$ cat src/rtl/tlbms_pkg.sv
`timescale 1ns / 1ps
`default_nettype none
// ----------------------------------------------------------------------------
// tlbms_pkg: shared types and constants of the multi-size TLB
// Request and level codes, table ids, sequencer states and the command and
// response bundles of the shared hash unit.
// ----------------------------------------------------------------------------
package tlbms_pkg;

    localparam int L1_GIGA_ENTRIES  = 4;
    localparam int L1_HUGE_ENTRIES  = 32;
    localparam int L1_BASE_ENTRIES  = 64;
    localparam int L2_GIGA_ENTRIES  = 16;
    localparam int L2_MIXED_ENTRIES = 1536;
    localparam int VADDR_BITS       = 48;

    localparam int ADDR_W  = 48;
    localparam int REQ_W   = 2;
    localparam int LEVEL_W = 3;
    localparam int SLOT_W  = 14;
    localparam int HASH_W  = 32;
    localparam int RECIP_W = 33;

    localparam logic [REQ_W-1:0] REQ_LOOKUP = 2'd0;
    localparam logic [REQ_W-1:0] REQ_INSERT = 2'd1;
    localparam logic [REQ_W-1:0] REQ_FLUSH  = 2'd2;

    localparam logic [LEVEL_W-1:0] LVL_NONE = 3'd0;
    localparam logic [LEVEL_W-1:0] LVL_GIGA = 3'd2;
    localparam logic [LEVEL_W-1:0] LVL_HUGE = 3'd3;
    localparam logic [LEVEL_W-1:0] LVL_BASE = 3'd4;

    localparam int OFF_BASE = 12;
    localparam int OFF_HUGE = 21;
    localparam int OFF_GIGA = 30;

    localparam int TBL_L1G = 0;
    localparam int TBL_L1H = 1;
    localparam int TBL_L1B = 2;
    localparam int TBL_L2G = 3;
    localparam int TBL_L2M = 4;
    localparam int NUM_TBL = 5;
    localparam int TBL_W   = 3;

    typedef enum logic [3:0] {
        S_CLEAR,
        S_IDLE,
        S_L_HASH,
        S_L_WAIT,
        S_L_READ,
        S_L_CHECK,
        S_RESP,
        S_I_HASH,
        S_I_WAIT,
        S_I_READ,
        S_I_CHECK,
        S_V_HASH,
        S_V_WAIT,
        S_V_WRITE
    } t_state;

    // recip is floor(2^32 / modulus) of the target table
    typedef struct packed {
        logic               start;
        logic [ADDR_W-1:0]  key;
        logic [SLOT_W-1:0]  modulus;
        logic [RECIP_W-1:0] recip;
    } t_hash_cmd;

    typedef struct packed {
        logic              done;
        logic [SLOT_W-1:0] slot;
    } t_hash_rsp;

    // page offset width of a level
    function automatic logic [5:0] offset_bits(input logic [LEVEL_W-1:0] lvl);
        logic [5:0] b;
        case (lvl)
            LVL_GIGA: b = 6'(OFF_GIGA);
            LVL_HUGE: b = 6'(OFF_HUGE);
            default:  b = 6'(OFF_BASE);
        endcase
        return b;
    endfunction

endpackage
`default_nettype wire

$ cat src/rtl/tlbms_hash.sv
`timescale 1ns / 1ps
`default_nettype none
// ----------------------------------------------------------------------------
// tlbms_hash: shared one-at-a-time hash and slot reduction unit
// One key byte per cycle, then a final mix and a reduction by reciprocal
// multiplication against the table size: multiply, subtract, fold. Done pulses one cycle
// with the slot.
// ----------------------------------------------------------------------------
module tlbms_hash (
    input  wire logic                  i_clk,
    input  wire logic                  i_rst_n,
    input  wire tlbms_pkg::t_hash_cmd  i_cmd,
    output tlbms_pkg::t_hash_rsp       o_rsp
);
    localparam int HW        = tlbms_pkg::HASH_W;
    localparam int SW        = tlbms_pkg::SLOT_W;
    localparam int RW        = tlbms_pkg::RECIP_W;
    localparam int ROUNDS    = 8;
    localparam int MIX_STEP  = ROUNDS;
    localparam int MUL_STEP  = MIX_STEP + 1;
    localparam int SUB_STEP  = MIX_STEP + 2;
    localparam int LAST_STEP = MIX_STEP + 3;
    localparam int CNT_W     = $clog2(LAST_STEP + 1);

    logic                          r_busy;
    logic                          r_done;
    logic [CNT_W-1:0]              r_cnt;
    logic [tlbms_pkg::ADDR_W-1:0]  r_key;
    logic [HW-1:0]                 r_h;
    logic [HW-1:0]                 r_q;
    logic [SW:0]                   r_r;
    logic [SW-1:0]                 r_rem;
    logic [SW-1:0]                 r_mod;
    logic [RW-1:0]                 r_recip;

    logic [HW-1:0]   w_h1, w_h2, w_h3, w_f1, w_f2, w_f3;
    logic [2*HW-1:0] w_prod;
    logic [HW-1:0]   w_qn, w_diff;
    logic [SW:0]     w_rem_s;
    logic [SW-1:0]   w_rem_n;

    always_comb begin
        w_h1    = r_h + HW'(r_key[7:0]);
        w_h2    = w_h1 + (w_h1 << 10);
        w_h3    = w_h2 ^ (w_h2 >> 6);
        w_f1    = r_h + (r_h << 3);
        w_f2    = w_f1 ^ (w_f1 >> 11);
        w_f3    = w_f2 + (w_f2 << 15);
        // quotient estimate is exact or one low, so the remainder is below 2 * modulus
        w_prod  = (2*HW)'(r_h) * (2*HW)'(r_recip);
        w_qn    = r_q * HW'(r_mod);
        w_diff  = r_h - w_qn;
        w_rem_s = r_r - {1'b0, r_mod};
        w_rem_n = (r_r >= {1'b0, r_mod}) ? w_rem_s[SW-1:0] : r_r[SW-1:0];
    end

    always_ff @(posedge i_clk) begin
        if (!i_rst_n) begin
            r_busy <= 1'b0;
            r_done <= 1'b0;
            r_cnt  <= '0;
        end else begin
            r_done <= 1'b0;
            if (i_cmd.start) begin
                r_busy <= 1'b1;
                r_cnt  <= '0;
            end else if (r_busy) begin
                r_cnt <= r_cnt + 1'b1;
                if (r_cnt == CNT_W'(LAST_STEP)) begin
                    r_busy <= 1'b0;
                    r_done <= 1'b1;
                end
            end
        end
    end

    always_ff @(posedge i_clk) begin
        if (i_cmd.start) begin
            r_key   <= i_cmd.key;
            r_h     <= '0;
            r_rem   <= '0;
            r_mod   <= i_cmd.modulus;
            r_recip <= i_cmd.recip;
        end else if (r_busy) begin
            if (r_cnt < CNT_W'(MIX_STEP)) begin
                r_h   <= w_h3;
                r_key <= r_key >> 8;
            end else if (r_cnt == CNT_W'(MIX_STEP)) begin
                r_h <= w_f3;
            end else if (r_cnt == CNT_W'(MUL_STEP)) begin
                r_q <= w_prod[2*HW-1:HW];
            end else if (r_cnt == CNT_W'(SUB_STEP)) begin
                r_r <= w_diff[SW:0];
            end else begin
                // fold the remainder back below the modulus
                r_rem <= w_rem_n;
            end
        end
    end

    assign o_rsp.done = r_done;
    assign o_rsp.slot = r_rem;
endmodule
`default_nettype wire

$ cat config.mk
export PLATFORM = sky130hd
export DESIGN_NAME = tlbms_hash
export DESIGN_NICKNAME = d
export VERILOG_FILES = /design/src/rtl/tlbms_pkg.sv /design/src/rtl/tlbms_hash.sv
export SDC_FILE = /design/constraint.sdc
export NUM_CORES = 2
export LEC_CHECK = 0
export ABC_AREA = 1
export CAP_MARGIN = 5
export CORE_ASPECT_RATIO = 0.5
export CORE_MARGIN = 2
export CORE_UTILIZATION = 40
export CTS_BUF_LIST = sky130_fd_sc_hd__clkbuf_4 sky130_fd_sc_hd__clkbuf_8
export CTS_CLUSTER_DIAMETER = 200
export CTS_CLUSTER_SIZE = 30
export DETAILED_ROUTE_END_ITERATION = 6
export DONT_BUFFER_PORTS = 1
export GPL_ROUTABILITY_DRIVEN = 1
export PLACE_DENSITY = 0.64
export SLEW_MARGIN = 5
export SYNTH_ARGS = -nofsm -noshare
export SYNTH_HDL_FRONTEND = slang
export SYNTH_SLANG_ARGS = --single-unit
$ cat constraint.sdc
create_clock -name i_clk -period 19.9 [get_ports i_clk]
set_input_delay 2.985 -clock i_clk [delete_from_list [all_inputs] [get_ports i_clk]]
set_output_delay 2.985 -clock i_clk [all_outputs]
set_load 0.1 [all_outputs]
==> After elaboration in Yosys (flattened, before gate mapping) <==
Cells that the tools add are included.
{ "word_totals": {"out_inout_bits": 15, "ff_bits": 194, "word_cells": 54, "in_bits": 98} }
{ "op_classes": {"order_cmp": 2, "reduce_logical": 10, "bitwise_logic": 9, "multipliers": 2, "n_addsub": 7, "n_mux": 10, "n_eq_ne": 4} }
{ "ops": {"columns": ["cell", "n"], "rows": [
  ["$mux 48", 3],
  ["$add 32x32->32", 3],
  ["$mul 32x33->64", 1],
  ["$mux 32", 2],
  ["$add 32x8->32", 1],
  ["$mul 32x14->15", 1],
  ["$xor 32x21->32", 1],
  ["$xor 32x26->32", 1],
  ["$eq 4x4->1 const B", 4],
  ["$ge 15x14->1", 1],
  ["$sub 15x15->15", 1],
  ["$mux 14", 1],
  ["$sub 14x14->14", 1],
  ["$reduce_and 5->1", 2],
  ["$not 1->1", 7],
  ["$reduce_and 6->1", 1],
  ["$reduce_bool 2->1", 3],
  ["$add 4x1->4 const B", 1],
  ["$lt 4x4->1 const B", 1],
  ["$mux 1", 4],
  ["$reduce_and 2->1", 2],
  ["$reduce_or 3->1", 1],
  ["$reduce_or 2->1", 1]
]} }

==> Logic depth before layout (Yosys ltp) <==
{ "depth": {"ltp_word": 5, "ltp_mapped": 31, "mapped_depth_nobuf": 31} }

==> Worst setup path before layout <==
No wires, ideal clock.
{ "synth_timing": {"path_type": "register to register", "startpoint": "register r_h[8]", "endpoint": "register r_q[11], data pin", "synth_period_minus_slack_ps": 6778, "path_slack_ps": 13122, "required_time_ps": 19640, "setup_ps": 260, "path_buffers": 2, "arrival_ps": 6518, "path_stages_with_launch": 29, "path_cell_list": "dfxtp_1 -> buf_2 -> buf_1 -> nand2_1 -> fa_1 -> inv_1 -> fa_1 -> fa_1 -> inv_1 -> fa_1 -> inv_1 -> fa_1 -> fa_1 -> fa_1 -> inv_1 -> fa_1 -> inv_1 -> ha_1 -> nand2_1 -> nor2_1 -> inv_1 -> nor2_1 -> inv_1 -> nor3_2 -> nand3_1 -> o211ai_1 -> nand2_1 -> nand2_1 -> xor2_1"} }
{ "synth_between": {"elab_chain_cells": 1} }
{ "synth_lines": {"columns": ["item", "line", "source"], "rows": [
  ["from (decl)", "tlbms_hash.sv:29", "logic [HW-1:0] r_h;"],
  ["from (signal assigned)", "tlbms_hash.sv:86", "r_h <= w_h3;"],
  ["from (signal assigned)", "tlbms_hash.sv:89", "r_h <= w_f3;"],
  ["$mul 32x33->64", "tlbms_hash.sv:50", "w_prod = (2*HW)'(r_h) * (2*HW)'(r_recip);"],
  ["net w_prod[43]", "tlbms_hash.sv:37", "logic [2*HW-1:0] w_prod;"],
  ["to (signal assigned)", "tlbms_hash.sv:91", "r_q <= w_prod[2*HW-1:HW];"],
  ["to (decl)", "tlbms_hash.sv:30", "logic [HW-1:0] r_q;"]
]} }
The timed path passes the listed nets, and every way through them passes these cells.
A chain may end at the register's enable or synchronous reset.

==> Final worst setup path <==
{ "layout_timing": {"startpoint": "register r_recip[23]", "endpoint": "register r_q[10], data pin"} }
{ "layout_between": {"elab_chain_cells": 1} }
{ "layout_lines": {"columns": ["item", "line", "source"], "rows": [
  ["from (decl)", "tlbms_hash.sv:34", "logic [RW-1:0] r_recip;"],
  ["from (signal assigned)", "tlbms_hash.sv:83", "r_recip <= i_cmd.recip;"],
  ["$mul 32x33->64", "tlbms_hash.sv:50", null],
  ["net w_prod[42]", "tlbms_hash.sv:37", null]
]} }
The timed path passes the listed nets, and every way through them passes these cells.

==> summary.txt <==
Status
  – Status: finished with violations
  – Failing checks: DRC

Yosys
  – Post-synthesis sequential area ratio: 10.5%
  – Synth Register Bits: 177
  – Ys Warns: 0
  – Synth top area share: 38.0%
  – Yosys top cell by area: fa_1
  – Synthesized area: 45500 um2
  – Synthesized Nets: 7181
  – Mean Syn Cell Area: 7.69 um2
  – Top cells by area, synth: fa_1 (38%), inv_1 (14%), nand2_1 (13%)
  – Dominant synthesized flop cell: edfxtp_1
  – Mapped Cells: 5915
  – Post-synth EDFFs: 125
  – FFs w/ async S/R, synth: 0%
  – Synth cell types: 62

Clocking
  – CTS root buf: clkbuf_8
  – Clock Sinks: 177
  – Hold_buf cts: 0
  – CTS Buffer Depth: 2
  – Total CTS buffers: 17
  – TritonCTS clock tree: yes
  – Worst skew pair latency: 0.67 ns
  – CTS clk-pin slew, worst paths: 0.14 ns
  – H-tree levels: 4
  – Post-CTS Resized: 0
  – Post-CTS Setup Repair Bufs: 0

Die
  – Rows: 87
  – Starting Density: 40.4%
  – Die area: 117000 um2
  – Die X: 481 um
  – # IOs: 113
  – Core box area: 113000 um2
  – Die height: 243 um

Global routing
  – Vias in the first global route: 37200
  – Initial antenna violation count: 4
  – Largest net degree at the start of global routing: 124
  – First-pass GRT wire length: 213 mm
  – Tot GR Track Use: 23.7%
  – Total gr overflow: 0

Final layout
  – Nets: 7013
  – Layout area overhead: 4.07%
  – Share of cells above drive strength 1: 3.51%
  – Fill count: 11500

Setup path
  – Worst r2r path cells: 21
  – Crit-path most repeated cell: fa_1
  – FF-to-FF End: r_q[10]
  – Critical path depth in cells: 21
  – CP Buf/Inv Count: 3
  – CP Capture Type: register
  – Peak fanout along the critical path: 24
  – Crit path kind: reg2reg
  – Cell family with the largest share of critical-path delay: adder cells
  – Critical path endpoint: r_q[10]
  – Startpoint Class: register
  – CP startpoint: r_recip[23]
  – Reg-to-Reg Start: r_recip[23]
  – CP max stage delay: 1.16 ns
  – Data arrival time of the worst path: 7.95 ns
  – CP cell instances: nand2_1 > fa_1 > fa_1 > fa_1 > fa_1 > inv_1 > fa_1 > fa_1 > fa_1 > fa_1 > ha_1 > nand2_1 > nor2_1 > inv_1 > nor2_1 > inv_1 > nor2_1 > nand4_1 > nand3_1 > a21oi_1 > xnor2_1
  – Worst endpoint required time: 20.28 ns
  – Critical path's slowest cell: edfxtp_1
  – R2R setup slack: 12.33 ns

STA
  – Max_slew headroom: 19.0%
  – TNS Setup: 0 ns
  – Worst-Margin Slew: 1.21 ns
  – Clk_skew: 0.0596 ns
  – Final setup violation count: 0
  – Final Max Slew Viols: 0
  – Tmin final: 7.57 ns
  – Final-report hold violation count: 0
  – Final period util: 38.0%
  – Max frequency: 132 MHz
  – Unrepaired setup endpoints after global routing: no

Routing
  – # DRC: 1
  – Top Layer Used: met4
  – Final wirelength: 134 mm
  – Drt via density: 4.96
  – Final ANT Viol Nets: 0
  – DR vias: 36100
  – WL met1: 59.5 mm
  – Routed wire per std cell: 18.4 um
  – Drt pass-1 iters: 7
  – DR iter-0 viols: 3121
  – WL met3: 11.5 mm
  – Met2 wire len: 59.0 mm

Worst hold path
  – Worst Min Path Start: r_key[29]
  – Hold Path Class: reg2reg
  – Hold path cells: 2

Placed design
  – Number of port buffers: 0
  – DP HPWL: 103 mm
  – Routability-driven placement congestion ratio: 0.982

Run
  – Max_cap viols: 0
## metrics by stage
| step | area, um2 | hold WS [ns] | util [%] | setup slack (ns) | std cells |
|---|---|---|---|---|---|
| floorplan | 45500 | 0.485 | - | 13.12 | 5915 |
| global placement | 46900 | 0.483 | 41.6 | 12.47 | 7241 |
| detailed placement | 46900 | 0.494 | 41.6 | 12.45 | 7241 |
| CTS | 47400 | 0.510 | 42.0 | 12.42 | 7273 |
| global route | 47400 | 0.519 | 42.0 | 11.94 | 7275 |
| finish | 47400 | 0.510 | 42.0 | 12.33 | 7275 |
## registers in the layout, summed over array words and instances, names as in the netlist
register	count
r_q	15
r_busy	1
r_key	48
r_recip	33
r_cnt	4
r_rem	14
r_h	32
r_mod	14
r_done	1
r_r	15
## worst min path at each step
stage | slack, ns | end
after floorplan | 0.48 | r_done
after global placement | 0.48 | r_h[11]
after detailed placement | 0.49 | r_key[21]
after CTS | 0.51 | r_key[21]
after global routing | 0.52 | r_key[15]
final | 0.51 | r_key[21]
## cell families (layout without fill, tap and decap cells)
family | Yosys count | count (layout) | share of synthesized area (%)
xor gates and xnor gates | 180 | 180 | 3.69
buffers and inverters | 1921 | 1766 | 16.0
and+or+nand+nor | 2035 | 2035 | 18.0
AOI/OAI and AO/OA | 434 | 434 | 5.39
DFF | 177 | 177 | 10.5
other | 0 | 2 | 0
adders and majority gates | 1168 | 1168 | 46.4
## cells in the mapped netlist (3+ instances only)
cell type and count:
a211oi_1 6, xor2_2 6, nand3_2 6, nor4_1 13
o21bai_1 16, o21a_1 5, nand2_2 24, o21ai_1 15
and2_1 5, nor3_1 21, ha_1 304, o211ai_1 9
nor2_2 7, edfxtp_1 125, nand4_1 30, nand2_1 1623
a21oi_2 6, nor3_2 7, a31oi_1 19, or2_1 5
o21ai_0 110, or2_2 7, xnor2_2 6, nand3b_1 6
inv_2 6, inv_1 1667, a221oi_1 3, buf_4 8
xnor2_1 53, nand2_4 3, nand3_1 113, a21o_1 15
fa_1 864, buf_2 32, xor2_1 114, o31ai_1 5
clkbuf_1 171, a21oi_1 210, dfxtp_1 52, buf_1 36
nor2_1 158
## worst register-to-register path, cell delays in order (launching register included)
cell,delay [ns]
edfxtp_1,1.16
nand2_1,0.19
fa_1,0.53
fa_1,0.57
fa_1,0.48
fa_1,0.55
inv_1,0.06
fa_1,0.59
fa_1,0.47
fa_1,0.52
fa_1,0.42
ha_1,0.47
nand2_1,0.12
nor2_1,0.12
inv_1,0.09
nor2_1,0.27
inv_1,0.10
nor2_1,0.14
nand4_1,0.11
nand3_1,0.15
a21oi_1,0.10
xnor2_1,0.14
## layout make-up
| type | count | area (um2) | share of cell area (%) |
|---|---|---|---|
| diodes | 2 | 5.00 | 0.0106 |
| clock buffers | 17 | 234 | 0.494 |
| clock inverters | 15 | 226 | 0.478 |
| flip-flops and latches | 177 | 4820 | 10.2 |
| inverters | 1673 | 6280 | 13.3 |
| repair buffers | 61 | 458 | 0.967 |
| multi-input cells | 3817 | 33400 | 70.6 |
| well taps | 1513 | 1890 | 4.00 |
## layer usage
layer,vias up,GRT usage [%]
li1,16700,-
met1,17700,34.0
met4,0,6.84
met5,-,0
met2,1437,36.9
met3,185,3.80
## cell usage in the layout, fill, tap and decap left out, drive strengths merged, types with 59 or more instances in the layout
master	n
buf	61
nand2	1650
fa	864
a21oi	217
inv	1684
o21ai	127
nand3	119
edfxtp	125
xnor2	59
nor2	166
xor2	120
ha	304
Power is left out: the tool's default activity adds up to more than one toggle a clock period on the data nets, which glitch-free logic cannot reach.
