$ cat src/rtl/tlbms_ram.sv
`timescale 1ns / 1ps
`default_nettype none
// ----------------------------------------------------------------------------
// tlbms_ram: generic simple dual-port RAM
// One write port, one read port with registered read data.
// ----------------------------------------------------------------------------
module tlbms_ram #(
    parameter int WIDTH = 8,
    parameter int DEPTH = 16,
    localparam int AW   = (DEPTH > 1) ? $clog2(DEPTH) : 1
) (
    input  wire logic             i_clk,
    input  wire logic             i_we,
    input  wire logic [AW-1:0]    i_waddr,
    input  wire logic [WIDTH-1:0] i_wdata,
    input  wire logic [AW-1:0]    i_raddr,
    output logic      [WIDTH-1:0] o_rdata
);
    logic [WIDTH-1:0] r_mem [DEPTH];
    logic [WIDTH-1:0] r_rdata;

    always_ff @(posedge i_clk) begin
        if (i_we) begin
            r_mem[i_waddr] <= i_wdata;
        end
        r_rdata <= r_mem[i_raddr];
    end

    assign o_rdata = r_rdata;
endmodule
`default_nettype wire

$ cat config.mk
export PLATFORM = sky130hd
export DESIGN_NAME = tlbms_ram
export DESIGN_NICKNAME = d
export VERILOG_FILES = /design/src/rtl/tlbms_ram.sv
export SDC_FILE = /design/constraint.sdc
export NUM_CORES = 1
export LEC_CHECK = 0
export CAP_MARGIN = 10
export CORE_MARGIN = 4
export CORE_UTILIZATION = 65
export CTS_BUF_LIST = sky130_fd_sc_hd__clkbuf_4
export DETAILED_ROUTE_END_ITERATION = 6
export DONT_BUFFER_PORTS = 1
export GPL_ROUTABILITY_DRIVEN = 0
export PLACE_DENSITY = 0.92
export SETUP_SLACK_MARGIN = 0.1
export SYNTH_ARGS = -nofsm -noshare
export SYNTH_HDL_FRONTEND = slang
export SYNTH_SLANG_ARGS = --single-unit
$ cat constraint.sdc
create_clock -name i_clk -period 3.3 [get_ports i_clk]
set_input_delay 0.66 -clock i_clk [delete_from_list [all_inputs] [get_ports i_clk]]
set_output_delay 0.66 -clock i_clk [all_outputs]
set_load 0.01 [all_outputs]
* After elaboration in Yosys (flattened, before gate mapping)
Memory sizes are Yosys's and may differ from the RTL's. A register that Yosys moved wholly into a read port is not among the register bits. Cells that the tools add are included.
Word-level totals: bits in registers 0, memory bits (writable) 128, input port bits 18, output and inout port bits 8, word-level logic and storage cells 3, memories 1
Operators by class: mux-type cells 2
Memories:
- r_mem | words 16, width 8, rd ports 1, clocked after memory_dff 1, wr ports 1, RTL line 19 | logic [WIDTH-1:0] r_mem [DEPTH];
Operators by type and width (number):
- 1-bit two-way mux | 2

* Longest topological paths before layout
Gate-level depths: netlist of run 1.
depth in word-level cells 2, mapped depth 5, gate-level depth less buffers 3

* Worst setup path before layout of run 1
Ideal clock, no wire load.
kind input-to-reg, from in i_waddr[2], to mem r_mem[0][0], enable pin, setup time 0.383 ns, data arrival time 1.770 ns, required time 2.917 ns, setup slack 1.147 ns, stages 2, buffers on the path 0, cells stage by stage or3b_2 > nor3_1
RTL lines:
- start: declaration | RTL line 14 | input wire logic [AW-1:0] i_waddr,
- end: declaration | RTL line 19
No word-level cell before the write port.

* Worst setup path after layout of run 1
from reg r_rdata[4] (netlist: o_rdata[4]), read port of r_mem, to out o_rdata[4]
RTL lines:
- start: declaration | RTL line 20 | logic [WIDTH-1:0] r_rdata;
- end: declaration | RTL line 17 | output logic [WIDTH-1:0] o_rdata
No word-level cell between the ends.

==> impl_metrics.json, run 1 <==
{
  "overflow": 0,
  "grt_usage_pct": 21.2,
  "seq_area_frac_synth_pct": 77.8,
  "dr.pass1.iters": 5,
  "total_power_mw": 3.12,
  "initial_core_util_pct": 66.6,
  "critPathKind": "reg2out",
  "worst_pin_slew_ns": 0.925,
  "post_cts_resized": 0,
  "fmax_mhz": 623,
  "cap_violations": 0,
  "cts_max_level": 4,
  "ys_ff_latch": 136,
  "rows": 32,
  "rsz0062_at_grt": "false",
  "fp.coreArea_um2": 7730,
  "antenna_found_initial": 0,
  "insertion_delay_ns": 0.55,
  "p_int_mw": 2.39,
  "cp_data_arrival_time_ns": 0.95,
  "synthFlopType": "edfxtp_1",
  "fillers": 439,
  "postCtsHoldBufs": 0,
  "finClkSkew_ns": 0.0174,
  "synth_cells": 229,
  "synth_area_um2": 5150,
  "cts-buffers-inserted": 17,
  "port_buffers": 0,
  "post_drt_wl_per_cell_um": 25.4,
  "combinationalPowerShare_pct": 3.2,
  "yosys.area.top_type": "edfxtp_1",
  "period_share_pct": 48.6,
  "max_slew_margin_pct": 38.1,
  "io-pin-count": 26,
  "synth_area_leaders": "edfxtp_1 75%, mux4_2 7.9%, mux4_1 7.1%",
  "vdd_drop_max_mv": 0.323,
  "drive_above_1_share_pct": 21.6,
  "power.share.clock_pct": 34.3,
  "status": "complete, no violations",
  "postRouteAntennaNets": 0,
  "powerDensity_nw_per_um2": 566,
  "synth_nets": 247,
  "end_kind": "output pin",
  "hpwl_um": 5890,
  "instances_no_fill": 357,
  "dieArea_um2": 9410,
  "crit_path_start_kind": "flop",
  "cts_root_buf": "clkbuf_4",
  "clock_path_buffers": 2,
  "ys_warn_count": 0,
  "setup_viol": 0,
  "wl_um": 9080,
  "dp.cells": 325,
  "fin_tns_setup_ns": 0,
  "syn_avg_cell_area_um2": 22.5,
  "drt_iter0_markers": 275,
  "drv_slew": 0,
  "vias_per_cell": 6.61,
  "async_flop_share_pct": 0,
  "worstPathRequired_ns": 2.64,
  "cts_tree": "built",
  "whs_ns": 0.196,
  "layout_commonest_cell": "edfxtp_1",
  "post-route-min-period_ns": 1.61,
  "yosys.cell_types.count": 19,
  "post-route-drc-count": 0,
  "first_global_vias": 2374,
  "postCtsSetupBuffers": 0,
  "grt_pass1_wl_um": 14200,
  "critPathMaxFanout": 1,
  "grt_max_degree": 33,
  "switchingPower_uw": 729,
  "hold_path.class": "in2reg",
  "die_h_um": 97.0,
  "synth_top_cell_area_share_pct": 74.7,
  "diodes": 0,
  "final_cell_mix": "128 x edfxtp_1, 18 x mux4_2, 17 x clkbuf_4",
  "finalHoldViolations": 0,
  "cts.reportedPaths.clkPinSlew_ns": 0.14,
  "synth-edff-count": 128,
  "leakagePower_nw": 1.76,
  "areaGrowthSynthToFinish_pct": 7.00,
  "clock_sinks": 136,
  "fin_nets": 260,
  "seq_power_share_pct": 62.5,
  "p_sw_share_pct": 23.4,
  "die_x_um": 97.0,
  "vias": 2358
}
==> metrics by stage <==
| stage | setup slack (ns) | instance area (µm²) | utilization, % |
|---|---|---|---|
| 2_1_floorplan | 1.15 | 5150 | - |
| 3_3_place_gp | 1.29 | 5220 | 67.5 |
| 3_5_place_dp | 1.20 | 5220 | 67.5 |
| 4_1_cts | 1.67 | 5510 | 71.3 |
| 5_1_grt | 1.63 | 5510 | 71.3 |
| 6_report | 1.69 | 5510 | 71.3 |
==> layout make-up <==
type	instances	area, µm²	share of cell area (%)
flip-flops and latches	136	4000	72.7
multi-input cells	83	1060	19.2
clock inverters	15	161	2.93
clock buffers	17	128	2.32
well taps	102	128	2.32
repair buffers	4	30.0	0.545
==> cells by family (layout without fill, tap and decap cells) <==
logic type             Yosys count  in the layout  share of synthesized area, %
AOI/OAI and AO/OA               16             16                          2.33
and+or+nand+nor                 35             35                          3.18
buffers and inverters           10             36                          1.68
DFF                            136            136                          77.8
muxes                           32             32                          15.0
==> Yosys cell counts (3+ instances only) <==
| library cell | n |
|---|---|
| mux4_2 | 18 |
| buf_2 | 3 |
| clkdlybuf4s25_2 | 3 |
| nand2_1 | 9 |
| mux4_1 | 14 |
| dfxtp_1 | 8 |
| nor3_1 | 4 |
| nor2_1 | 13 |
| a22oi_1 | 16 |
| buf_6 | 3 |
| edfxtp_1 | 128 |
==> power groups by stage <==
stage	combinational (mW)	sequential, mW	clock [mW]
finish	0.101	1.95	1.07
global route	0.108	1.95	1.18
CTS	0.101	1.95	1.08
detailed placement	0.101	1.99	0
global placement	0.0986	1.98	0
floorplan	0.0980	1.98	0
==> final timing paths <==
| path | startpoint | to | slack, ns | depth (start not counted) |
|---|---|---|---|---|
| max reg2reg | r_mem[1][3] | o_rdata[3] | 1.84 | 3 |
| min | i_wdata[1] | r_mem[0][1] | 0.20 | 0 |
| max | o_rdata[4] | o_rdata[4] | 1.69 | 0 |
| min reg2reg | r_mem[14][0] | o_rdata[0] | 0.68 | 3 |
==> per-layer routing <==
metal / part of all wire, % / global-route usage [%] / up-vias
li1: - / - / 1008
met1: 39 / 30.6 / 1186
met2: 50 / 31.9 / 147
met3: 9.6 / 6.42 / 17
met4: 1.7 / 6.37 / 0
met5: 0 / 0 / -
==> sequential cells by signal, indices dropped and copies added, names as in the netlist <==
name	count
o_rdata	8
r_mem	128
No activity file was read; power rests on OpenSTA's default activity.
==> run 2: changes to the inputs <==
==> constraint.sdc (replaced) <==
create_clock -name i_clk -period 1.5 [get_ports i_clk]
set_input_delay 0.3 -clock i_clk [delete_from_list [all_inputs] [get_ports i_clk]]
set_output_delay 0.3 -clock i_clk [all_outputs]
set_load 0.01 [all_outputs]
==> impl_metrics.json, run 2 (synthesized netlist as in run 1, its figures left out) <==
{
  "clock_path_buffers": 2,
  "cts_tree": "built",
  "leakagePower_nw": 1.89,
  "postRouteAntennaNets": 0,
  "fmax_mhz": 719,
  "max_slew_margin_pct": 42.9,
  "place_area_um2": 5350,
  "io-pin-count": 26,
  "drv_slew": 0,
  "antenna_found_initial": 3,
  "cts_max_level": 4,
  "cpPeakStageDelay_ns": 0.55,
  "areaGrowthSynthToFinish_pct": 11.4,
  "end_kind": "flop",
  "whs_ns": 0.109,
  "vias_per_cell": 6.38,
  "fin_nets": 283,
  "finClkSkew_ns": 0.0179,
  "crit_slowest_cell": "mux4_1",
  "finalHoldViolations": 0,
  "initial_core_util_pct": 66.6,
  "top_register": "r_mem",
  "powerDensity_nw_per_um2": 1190,
  "largest_reg_flops": 128,
  "dr.pass1.iters": 4,
  "wl_um": 9840,
  "clock_sinks": 136,
  "grt_max_degree": 33,
  "hold_path.class": "in2reg",
  "insertion_delay_ns": 0.49,
  "port_buffers": 0,
  "layout_commonest_cell": "edfxtp_1",
  "worstPathRequired_ns": 1.88,
  "cts_root_buf": "clkbuf_4",
  "vias": 2429,
  "rows": 32,
  "rsz0062_at_grt": "true",
  "post-route-drc-count": 0,
  "post-route-min-period_ns": 1.39,
  "critPathMaxFanout": 1,
  "cp_data_arrival_time_ns": 1.77,
  "die_x_um": 97.0,
  "status": "complete, no violations",
  "cp_top_family": "multiplexers",
  "fp.coreArea_um2": 7730,
  "drive_above_1_share_pct": 27.7,
  "fin_tns_setup_ns": 0,
  "drt_iter0_markers": 387,
  "cp_cell_sequence": "mux4_1, a22oi_2, nand2_1",
  "cts-buffers-inserted": 17,
  "crit_path_start_kind": "flop",
  "first_global_vias": 2467,
  "overflow": 0,
  "post_drt_wl_per_cell_um": 25.8,
  "cap_violations": 0,
  "cts.reportedPaths.clkPinSlew_ns": 0.11,
  "final_cell_mix": "128 x edfxtp_1, 21 x clkbuf_4, 18 x mux4_2",
  "vdd_drop_max_mv": 0.774,
  "fin_area_um2": 5740,
  "grt_usage_pct": 22.4,
  "period_share_pct": 92.8,
  "die_h_um": 97.0,
  "grt_pass1_wl_um": 15000,
  "critPathKind": "reg2reg",
  "hpwl_um": 5810,
  "dieArea_um2": 9410,
  "setup_viol": 0,
  "worst_pin_slew_ns": 0.854,
  "critical_path_buf_inv_count": 0
}
==> run 2: cell count changes in the layout (fill, tap and decap cells not counted), moves of 4 or more <==
cell / delta
dlygate4sd3_1: +10
nor3_1: -4
clkinv_2: +6
clkbuf_4: +4
inv_6: -6
buf_4: +13
==> run 2: worst register-to-register path: stages, from the launching register on <==
cell and delay, ns:
edfxtp_1 0.39, mux4_1 0.55, a22oi_2 0.24, nand2_1 0.10
==> run 2: what timing repair did <==
item | 4_1_cts | 5_1_grt
endpoints found under the hold margin | 136 | 0
hold buffers | 10 | 0
gates resized for setup | 2 | 1
pin swaps | 0 | 1
endpoints found under the setup margin | 2 | 5
setup buffers | 0 | 0
==> run 2: area by class of cell <==
cell class,count,area (µm²)
Clock inverter,11,109
Tap cell,102,128
Clock buffer,21,158
Timing Repair Buffer,27,228
Fill cell,414,1990
Sequential cell,136,4000
Multi-Input combinational cell,83,1110
Antenna cell,1,2.50
==> run 2: metrics by stage <==
| step | worst slack [ns] | std cells | util (%) | total power [mW] |
|---|---|---|---|---|
| floorplan | 0.0635 | 229 | - | 4.58 |
| global placement | 0.0576 | 338 | 69.3 | 4.60 |
| detailed placement | 0.0325 | 338 | 69.3 | 4.61 |
| CTS | 0.113 | 380 | 74.1 | 6.86 |
| global route | 0.0722 | 381 | 74.2 | 7.08 |
| finish | 0.109 | 381 | 74.2 | 6.82 |
==> run 2: final timing paths <==
path                from          to  slack, ns  depth (start not counted)
min reg2reg  r_mem[8][3]  o_rdata[3]       0.68                          3
max reg2reg  r_mem[1][1]  o_rdata[1]       0.11                          3
max          r_mem[1][1]  o_rdata[1]       0.11                          3
min           i_raddr[1]  o_rdata[3]       0.11                          3
==> run 2: where the power goes <==
| group | internal [mW] | leakage [nW] | switching (mW) |
|---|---|---|---|
| Sequential | 4.24 | 1.22 | 0.0406 |
| Clock | 1.04 | 0.150 | 1.18 |
| Combinational | 0.153 | 0.512 | 0.165 |
| Total | 5.44 | 1.89 | 1.39 |
==> run 2: routing by layer <==
layer,track usage [%],part of all wire [%],vias up
met2,35.4,51,102
met3,6.06,7.0,12
met4,6.91,0.68,4
met5,0,0.27,-
li1,-,-,1046
met1,31.0,41,1265
==> run 3: changes to the inputs <==
--- a/config.mk
+++ b/config.mk
@@ -12,6 +12,7 @@
 export DETAILED_ROUTE_END_ITERATION = 6
 export DONT_BUFFER_PORTS = 1
 export GPL_ROUTABILITY_DRIVEN = 0
+export GPL_TIMING_DRIVEN = 0
 export PLACE_DENSITY = 0.92
 export SETUP_SLACK_MARGIN = 0.1
 export SYNTH_ARGS = -nofsm -noshare
==> impl_metrics.json, run 3 (synthesized netlist as in run 1, its figures left out) <==
{
  "final_cell_mix": "128 x edfxtp_1, 21 x mux4_2, 18 x clkbuf_4",
  "cts_tree": "built",
  "io-pin-count": 26,
  "dr.pass1.iters": 5,
  "layout_commonest_cell": "edfxtp_1",
  "place_area_um2": 5320,
  "p_int_mw": 6.07,
  "post_drt_wl_per_cell_um": 28.2,
  "rows": 32,
  "whs_ns": 0.0482,
  "reg2reg_depth": 3,
  "hold_path.class": "in2reg",
  "cap_violations": 0,
  "postCtsSetupBuffers": 0,
  "setup_viol": 0,
  "die_h_um": 97.0,
  "switchingPower_mw": 1.53,
  "drt_iter0_markers": 355,
  "overflow": 0,
  "hpwl_um": 6180,
  "die_x_um": 97.0,
  "post-route-min-period_ns": 1.37,
  "seq_power_share_pct": 56.3,
  "rsz0062_at_grt": "false",
  "drive_above_1_share_pct": 28.4,
  "end_kind": "flop",
  "power.share.clock_pct": 38.6,
  "combinationalPowerShare_pct": 5.1,
  "postRouteAntennaNets": 0,
  "clock_sinks": 136,
  "wl_um": 10500,
  "fillers": 417,
  "worst_pin_slew_ns": 0.809,
  "fin_area_um2": 5810,
  "areaGrowthSynthToFinish_pct": 12.9,
  "critPathMaxFanout": 1,
  "r2r_slack_ns": 0.13,
  "largest_reg_flops": 128,
  "initial_core_util_pct": 66.6,
  "top_register": "r_mem",
  "insertion_delay_ns": 0.51,
  "critPathKind": "reg2reg",
  "clock_path_buffers": 2,
  "status": "complete, no violations",
  "crit_path_start_kind": "flop",
  "instances_no_fill": 374,
  "drv_slew": 0,
  "vdd_drop_max_mv": 0.704,
  "fp.coreArea_um2": 7730,
  "finClkSkew_ns": 0.0184,
  "max_slew_margin_pct": 45.8,
  "cp_data_arrival_time_ns": 1.78,
  "worstPathRequired_ns": 1.91,
  "first_global_vias": 2523,
  "fmax_mhz": 731,
  "cts-buffers-inserted": 17,
  "vias_per_cell": 6.66,
  "grt_usage_pct": 24.2,
  "dp.cells": 331,
  "cts_root_buf": "clkbuf_4",
  "dieArea_um2": 9410,
  "period_share_pct": 91.2,
  "powerDensity_nw_per_um2": 1310,
  "port_buffers": 0,
  "cts.reportedPaths.clkPinSlew_ns": 0.11,
  "p_sw_share_pct": 20.2,
  "total_power_mw": 7.61,
  "post-route-drc-count": 0,
  "vias": 2490,
  "grt_max_degree": 17,
  "fin_nets": 276,
  "worstHoldPathCells": 1,
  "leakagePower_nw": 1.88,
  "cts_max_level": 4,
  "finalHoldViolations": 0,
  "antenna_found_initial": 0,
  "grt_pass1_wl_um": 15900
}
-- run 3: cell types whose count changed in the layout (fill, tap and decap cells not counted), moves of 3 or more --
cell,before,now
mux4_2,18,21
mux4_1,14,11
buf_4,17,1
bufinv_16,2,6
a22oi_2,3,7
buf_2,0,3
clkdlybuf4s25_2,0,3
clkbuf_4,21,18
a22oi_1,13,9
-- run 3: worst max-delay path: stages, from the launching register on --
cell and delay, ns:
edfxtp_1 0.41, mux4_2 0.52, a22oi_2 0.28, nand2_1 0.07
-- run 3: worst paths after layout --
path	end	start
max	o_rdata[7]	r_mem[11][7]
max reg2reg	o_rdata[7]	r_mem[11][7]
min	r_mem[4][0]	i_waddr[0]
min reg2reg	o_rdata[3]	r_mem[9][3]
-- run 3: cell type report --
type	count	area (µm²)	area share, %
clock buffer	18	135	2.33
antenna	1	2.50	0.0431
timing repair buffer	10	100	1.72
tap	102	128	2.20
clock inverter	14	229	3.94
buffer	10	93.8	1.62
multi-input combinational	83	1120	19.2
sequential	136	4000	68.9
-- run 3: metrics by stage --
step	TNS, ns	utilization (%)	setup slack (ns)
final	0	75.2	0.132
after floorplan	0	-	0.0635
after global routing	0	75.1	0.102
after detailed placement	-6.70	68.8	-0.228
after CTS	0	75.0	0.0488
after global placement	-3.22	68.8	-0.243
-- run 3: what timing repair did --
action,CTS,global route
hold buffers,10,0
pin swaps,0,1
resized for setup,4,6
hold endpoints to repair,136,0
endpoints found under the setup margin,5,5
-- run 3: metal layers --
layer	vias up	track usage [%]	part of all wire (%)
li1	1034	-	-
met1	1258	33.0	37
met2	180	38.2	50
met3	18	6.78	10
met4	0	8.64	2.4
met5	-	0	0
-- run 3: power groups by stage --
stage               registers [mW]  clock network (mW)  logic [mW]
finish                        4.28                2.93       0.389
CTS                           4.29                2.96       0.380
global route                  4.29                3.14       0.412
detailed placement            4.37                   0       0.293
floorplan                     4.36                   0       0.223
global placement              4.36                   0       0.284
